[src/dcw_pkg.sv]
package dcw_pkg;

	localparam int unsigned NsPerS = 1000000000;

	localparam logic [2:0] AddrTimeCut = 3'd0;
	localparam logic [2:0] AddrPosCut = 3'd4;

	typedef enum logic [3:0] {
		ST_IDLE,
		ST_STORE,
		ST_RD_OLD,
		ST_WAIT_OLD,
		ST_DSQ,
		ST_TEST,
		ST_DIST,
		ST_SQRT,
		ST_SQRT_WAIT,
		ST_OUT
	} state_t;

	typedef struct packed {
		logic store;
		logic rd_old;
		logic load_old;
		logic dsq_start;
		logic drop;
		logic pair_start;
		logic [2:0] dist_sel;
		logic dist_load;
		logic sqrt_start;
		logic sqrt_save;
		logic out_multi;
	} dcw_cmd_t;

	typedef struct packed {
		logic keep;
		logic sqrt_done;
	} dcw_stat_t;

	typedef struct packed {
		logic [31:0] sec;
		logic [29:0] ns;
		logic [15:0] pe;
		logic signed [15:0] dx;
		logic signed [15:0] dy;
		logic signed [15:0] dz;
		logic signed [15:0] ox;
		logic signed [15:0] oy;
		logic signed [15:0] oz;
	} entry_t;

	typedef struct packed {
		logic status;
		logic [15:0] prompt_pe;
		logic [15:0] delayed_pe;
		logic [29:0] gap_ns;
		logic [16:0] pair_distance;
		logic [16:0] prompt_spread;
		logic [16:0] origin_drift;
		logic [16:0] delayed_to_origin;
		logic [16:0] delayed_spread;
	} result_t;

	// squared distance; each axis difference fits 16 bits in magnitude
	function automatic logic [33:0] dsq3(input logic signed [15:0] a0, a1, a2,
		input logic signed [15:0] b0, b1, b2);
		logic signed [16:0] d0, d1, d2;
		logic [15:0] m0, m1, m2;
		logic [31:0] p0, p1, p2;
		begin
			d0 = 17'(a0) - 17'(b0);
			d1 = 17'(a1) - 17'(b1);
			d2 = 17'(a2) - 17'(b2);
			m0 = d0[16] ? 16'(-d0) : 16'(d0);
			m1 = d1[16] ? 16'(-d1) : 16'(d1);
			m2 = d2[16] ? 16'(-d2) : 16'(d2);
			p0 = 32'(m0) * 32'(m0);
			p1 = 32'(m1) * 32'(m1);
			p2 = 32'(m2) * 32'(m2);
			dsq3 = 34'(p0) + 34'(p1) + 34'(p2);
		end
	endfunction

endpackage

[src/dcw_ctrl.sv]
module dcw_ctrl #(
	parameter int WINDOW_DEPTH = 8
) (
	input  logic               clk,
	input  logic               arst_n,
	input  logic               in_valid,
	output logic               in_ready,
	output logic               out_valid,
	input  logic               out_ready,
	input  logic [$clog2(WINDOW_DEPTH+1)-1:0] count,
	input  dcw_pkg::dcw_stat_t stat,
	output dcw_pkg::dcw_cmd_t  cmd
);
	localparam int CW = $clog2(WINDOW_DEPTH + 1);

	dcw_pkg::state_t state_q, state_d;
	logic [2:0] sel_q;
	logic multi_q;

	always_comb begin
		state_d = state_q;
		unique case (state_q)
			dcw_pkg::ST_IDLE: if (in_valid) state_d = dcw_pkg::ST_STORE;
			dcw_pkg::ST_STORE: state_d = dcw_pkg::ST_RD_OLD;
			dcw_pkg::ST_RD_OLD: state_d = (count > CW'(1)) ? dcw_pkg::ST_WAIT_OLD
				: dcw_pkg::ST_IDLE;
			dcw_pkg::ST_WAIT_OLD: state_d = dcw_pkg::ST_DSQ;
			dcw_pkg::ST_DSQ: state_d = dcw_pkg::ST_TEST;
			dcw_pkg::ST_TEST: begin
				if (!stat.keep) state_d = dcw_pkg::ST_RD_OLD;
				else if (count > CW'(2)) state_d = dcw_pkg::ST_OUT;
				else state_d = dcw_pkg::ST_DIST;
			end
			dcw_pkg::ST_DIST: state_d = dcw_pkg::ST_SQRT;
			dcw_pkg::ST_SQRT: state_d = dcw_pkg::ST_SQRT_WAIT;
			dcw_pkg::ST_SQRT_WAIT: if (stat.sqrt_done)
				state_d = (sel_q == 3'd4) ? dcw_pkg::ST_OUT : dcw_pkg::ST_DIST;
			dcw_pkg::ST_OUT: if (out_ready) state_d = dcw_pkg::ST_IDLE;
			default: state_d = dcw_pkg::ST_IDLE;
		endcase
	end

	always_comb begin
		cmd = '0;
		cmd.dist_sel = sel_q;
		cmd.out_multi = multi_q;
		in_ready = 1'b0;
		out_valid = 1'b0;
		unique case (state_q)
			dcw_pkg::ST_IDLE: in_ready = 1'b1;
			dcw_pkg::ST_STORE: cmd.store = 1'b0;
			dcw_pkg::ST_RD_OLD: cmd.rd_old = 1'b1;
			dcw_pkg::ST_WAIT_OLD: cmd.load_old = 1'b1;
			dcw_pkg::ST_DSQ: begin
				cmd.dsq_start = 1'b1;
				cmd.dist_sel = 3'd0;
			end
			dcw_pkg::ST_TEST: begin
				cmd.drop = !stat.keep;
				cmd.pair_start = stat.keep;
			end
			dcw_pkg::ST_DIST: cmd.dist_load = 1'b1;
			dcw_pkg::ST_SQRT: cmd.sqrt_start = 1'b1;
			dcw_pkg::ST_SQRT_WAIT: cmd.sqrt_save = stat.sqrt_done;
			dcw_pkg::ST_OUT: out_valid = 1'b1;
			default: ;
		endcase
		cmd.store = (state_q == dcw_pkg::ST_IDLE) && in_valid;
	end

	always_ff @(posedge clk or negedge arst_n) begin
		if (!arst_n) begin
			state_q <= dcw_pkg::ST_IDLE;
			sel_q <= '0;
			multi_q <= 1'b0;
		end else begin
			state_q <= state_d;
			if (state_q == dcw_pkg::ST_TEST) begin
				sel_q <= '0;
				multi_q <= count > CW'(2);
			end else if (state_q == dcw_pkg::ST_SQRT_WAIT && stat.sqrt_done)
				sel_q <= sel_q + 3'd1;
		end
	end
endmodule

[config.mk]
export PLATFORM = sky130hd
export DESIGN_NAME = dcw_ctrl
export DESIGN_NICKNAME = d
export VERILOG_FILES = /design/src/dcw_pkg.sv /design/src/dcw_ctrl.sv
export SDC_FILE = /design/constraint.sdc
export NUM_CORES = 1
export LEC_CHECK = 0
export BUFFER_PORTS_ARGS = -buffer_cell sky130_fd_sc_hd__buf_2
export CAP_MARGIN = 20
export CORE_UTILIZATION = 25
export CTS_CLUSTER_SIZE = 40
export DETAILED_ROUTE_END_ITERATION = 7
export GPL_ROUTABILITY_DRIVEN = 1
export PLACE_DENSITY_LB_ADDON = 0.05
export SYNTH_ARGS = -nofsm -noshare
export SYNTH_HDL_FRONTEND = slang
export SYNTH_SLANG_ARGS = --single-unit
[constraint.sdc]
create_clock -name clk -period 1.8 [get_ports clk]
set_clock_uncertainty 0.15 [all_clocks]
set_input_delay 0.27 -clock clk [delete_from_list [all_inputs] [get_ports clk]]
set_output_delay 0.27 -clock clk [all_outputs]
set_load 0.02 [all_outputs]
==> qor.yml, run 1 <==
status: "complete, no violations"
io_buffers: 24
die_y_um: 53.5
yosys-top-cells-count: "12 x nor2_1, 8 x dfrtp_1, 8 x nand2_1, 6 x nor3_1, 5 x inv_1"
syn-num-nets: 90
grt_pass1_wl_mm: 3.13
core_um2: 2500
wirelength_mm: 1.89
max_slew_margin: 0.815
fin_tns_setup_ps: 0
setup_viol: 0
required_ps: 1380
dieWidth_um: 53.5
netlist_area_um2: 663
synth_seq_area_share: 0.302
ys_ff_latch: 8
cp-start-kind: "flop"
p_per_area_nw_per_um2: 1480
netlist_instances: 78
synth_edf_count: 0
clk_pin_slew_ps: 50
path_class: "flop to output pin"
worst_pin_slew_ps: 275
synth_top_area_share: 0.302
post-route-period-util: 0.986
clkSinkCount: 8
clock.fmax_mhz: 563
yosys_warnings: 0
htree_levels: 1
end_kind: "output pin"
root_buffer: "clkbuf_4"
power.total_w: 0.00148
gp_congestion: 0.756
cts_tree: "built"
arrival_ps: 1350
vias: 722
max-clock-path-buffers: 2
first_pass_iters: 4
die_area_um2: 2860
ant_nets: 0
grt_max_degree: 12
yosys_most_used_dff: "dfrtp_1"
synth_most_common_cell: "nor2_1"
grtUsageTotal: 0.154
crit_fanout: 5
hp-class: "input pin to flop"
drive_gt1_frac: 0.517
slew_viol_final: 0
grt_pass1_vias: 672
drc: 0
maxCapViolations: 0
whs_ps: 186
yosysTopAreaCell: "dfrtp_1"
drt_iter0_drc: 12
fill_cells: 279
post-dp-hpwl_mm: 1.40
vias_per_cell: 4.95
fin_crit_ps: 1770
yosys.cell_types.count: 34
overflow: 0
final_hold_viol_count: 0
power.leakage_nw: 0.473
antenna_cells: 0
nets: 130
numCtsBuffers: 3
clock_latency_ps: 250
rows: 18
io_pins: 25
ys_top_cells_by_area: "dfrtp_1 30%, nor2_1 6.8%, buf_6 5.1%"
async_flop_share: 1.00
antenna_found_initial: 0
synthToLayoutAreaGrowth_pct: 50.8
postSynthAreaPerCell_um2: 8.50
grt_setup_unrepaired: "yes"
initial_core_util: 0.265
vdd_drop_max_mv: 0.763
routedWlPerCell_um: 12.9
placed cells by master (no fill, tap or decap), types with 2 or more instances in the layout:
cell	count
clkbuf_4	3
buf_4	14
nor3_4	2
nand2_1	7
inv_1	4
a21oi_1	2
dfrtp_2	4
nand3_1	3
nor2b_1	2
buf_6	5
ha_1	2
dfrtp_1	4
nor3_1	4
nor2_1	11
buf_2	20
and2_1	2
flip-flops by register name, summed over array words and instances (netlist names):
signal	count
sel_q	3
multi_q	1
state_q	4
logic make-up after synthesis:
group | Yosys count | synth area share
AOI/OAI and AO/OA | 9 | 0.100
xor gates and xnor gates | 2 | 0.0264
adders and majority gates | 2 | 0.0377
buffers and inverters | 10 | 0.0981
DFF | 8 | 0.302
muxes | 2 | 0.0321
and+or+nand+nor | 45 | 0.404
repair_timing:
item,CTS,global route
hold buffers,1,0
setup buffers,11,0
gates resized for setup,10,12
hold endpoints to repair,8,0
pin swaps,2,2
setup endpoints to repair,14,12
critical path: stages, from the launching register on:
cell and delay, ps:
dfrtp_2 440, buf_4 160, nor4_2 220, and2_1 150
buf_4 130
power by group:
part | internal, W | switching [W]
Combinational | 0.000473 | 0.000483
Sequential | 0.000258 | 0.000134
Clock | 0.0000761 | 0.0000585
metrics by stage:
stage,cells,utilization,cell area [µm²],setup slack (ps)
CTS,146,0.384,961,-4.53
detailed placement,131,0.326,816,71.7
floorplan,78,-,674,-29.2
global route,146,0.400,1000,-63.1
global placement,131,0.326,816,56.5
finish,146,0.400,1000,25.1
routing by layer:
metal | routed length (µm) | part of all wire | global-route usage | vias up
met5 | 0 | 0 | 0 | -
met4 | 0 | 0 | 0.0132 | 0
met3 | 98 | 0.052 | 0.0517 | 0
met2 | 942 | 0.50 | 0.269 | 24
met1 | 849 | 0.45 | 0.187 | 348
li1 | - | - | - | 350
final timing paths:
kind                       startpoint         end  slack, ps  depth (start not counted)
setup / recovery           state_q[2]     cmd[12]         30                          4
hold / removal                stat[0]    sel_q[1]        190                          3
setup reg to reg           state_q[2]  state_q[0]        110                          6
hold reg to reg               multi_q     multi_q        380                          1
max in group asynchronous      arst_n  state_q[3]       1080                          2
min in group asynchronous      arst_n  state_q[2]        240                          2
area by class of cell:
cell class	instances	area, µm²	share of cell area
Inverter	5	18.8	0.0188
Timing Repair Buffer	40	272	0.272
Clock buffer	3	22.5	0.0225
Multi-Input combinational cell	60	444	0.444
Tap cell	30	37.5	0.0375
Sequential cell	8	205	0.205
Power figures use the tool's default switching activity.
==> inputs of run 2 (changes only) <==
BUFFER_PORTS_ARGS = unset   (was -buffer_cell sky130_fd_sc_hd__buf_2)
DONT_BUFFER_PORTS = 1   (was unset)
SETUP_SLACK_MARGIN = 0.02   (was unset)
==> qor.yml, run 2 (synthesis gave the netlist of run 1 again) <==
rows: 18
place_area_um2: 756
antenna_cells: 0
design_area_um2: 977
min_from: "stat[0]"
layout_commonest_cell: "buf_4"
r2r_start: "state_q[2]"
cts_tree: "built"
setup_viol: 0
grt_max_degree: 12
p_sw_w: 0.000708
ant_nets: 0
maxCapViolations: 0
max_slew_margin: 0.743
clkSinkCount: 8
overflow: 0
clock.fmax_mhz: 564
first_pass_iters: 4
p_clk_frac: 0.084
regMostFlops: "state_q"
die_y_um: 53.5
internal_power_w: 0.000883
slew_viol_final: 0
routedWlPerCell_um: 14.0
synthToLayoutAreaGrowth_pct: 47.4
p_per_area_nw_per_um2: 1630
holdPathEnd: "sel_q[1]"
clk_pin_slew_ps: 50
grt_pass1_wl_mm: 2.77
r2r_cells: 5
die_area_um2: 2860
io_buffers: 0
root_buffer: "clkbuf_4"
crit_fanout: 8
register_area_um2: 205
grtUsageTotal: 0.136
clock_latency_ps: 250
vias_per_cell: 5.02
combPwrFrac: 0.663
arrival_ps: 1350
sw_frac_of_total: 0.445
holdPathStages: 2
hp-class: "input pin to flop"
wirelength_mm: 1.84
numCtsBuffers: 3
io_pins: 25
required_ps: 1380
fin_tns_setup_ps: 0
max-clock-path-buffers: 2
htree_levels: 1
post-route-period-util: 0.984
status: "complete, no violations"
cp-start-kind: "flop"
drive_gt1_frac: 0.520
drt_iter0_drc: 12
drc: 0
core_um2: 2500
nets: 116
path_class: "flop to output pin"
ff2ff_setup_slack_ps: 100
largest_reg_flops: 4
initial_core_util: 0.265
vdd_drop_max_mv: 0.639
seq_power_share: 0.254
fin_crit_ps: 1770
dieWidth_um: 53.5
power.leakage_nw: 0.430
end_kind: "output pin"
final_hold_viol_count: 0
grt_pass1_vias: 629
post-dp-hpwl_mm: 1.33
antenna_found_initial: 0
fill_cells: 262
final_cell_mix: "21 x buf_4, 10 x nor2_1, 7 x nand2_1"
whs_ps: 25.4
multi_input_area_um2: 478
gp_congestion: 0.733
vias: 662
worst_pin_slew_ps: 382
largestRegisters: "state_q x4, sel_q x3, multi_q x1"
grt_setup_unrepaired: "yes"
rr_endpoint: "state_q[1]"
-- run 2: layout make-up --
class,instances,area share
multi-input combinational,60,0.489
timing repair buffer,26,0.218
sequential,8,0.210
tap,30,0.0384
clock buffer,3,0.0230
inverter,5,0.0218
-- run 2: repair_timing --
action	4_1_cts	5_1_grt
buffers inserted	7	6
pin swaps	2	3
hold buffers	1	0
setup endpoints to repair	14	15
endpoints found under the hold margin	8	0
gates resized for setup	11	18
-- run 2: worst max-delay path, stage by stage (launching register included) --
cell      delay, ps
dfrtp_2         460
nand2b_4        190
nor3_4          290
buf_6           170
-- run 2: through the flow --
stage                     setup WS (ps)  utilization  total power (W)  std cells
after floorplan                   -29.2            -         0.000965         78
after global placement              121        0.302          0.00112        115
after detailed placement            115        0.302          0.00111        115
after CTS                          8.97        0.345          0.00137        126
after global routing              -54.7        0.391          0.00170        132
final                              28.2        0.391          0.00159        132
-- run 2: power by group through the flow --
stage,combinational [W],sequential [W],clock (W)
final,0.00105,0.000403,0.000133
after global routing,0.00113,0.000422,0.000153
after CTS,0.000816,0.000414,0.000141
after detailed placement,0.000696,0.000412,0
after global placement,0.000711,0.000414,0
after floorplan,0.000665,0.000300,0
-- run 2: metal layers --
metal	routed length, µm	share of wire	vias to the layer above	GRT usage
met5	0	0	-	0
met4	0	0	0	0
met3	114	0.062	0	0.0431
met2	894	0.49	27	0.223
met1	834	0.45	309	0.184
li1	-	-	326	-
-- run 2: how the worst max path moves through the flow --
stage,startpoint,to,cells after the start
after CTS,state_q[3],cmd[5],3
after global routing,state_q[0],cmd[10],3
after global placement,state_q[1],state_q[0],4
after detailed placement,state_q[0],cmd[1],3
final,state_q[3],cmd[9],3
after floorplan,state_q[0],cmd[12],3
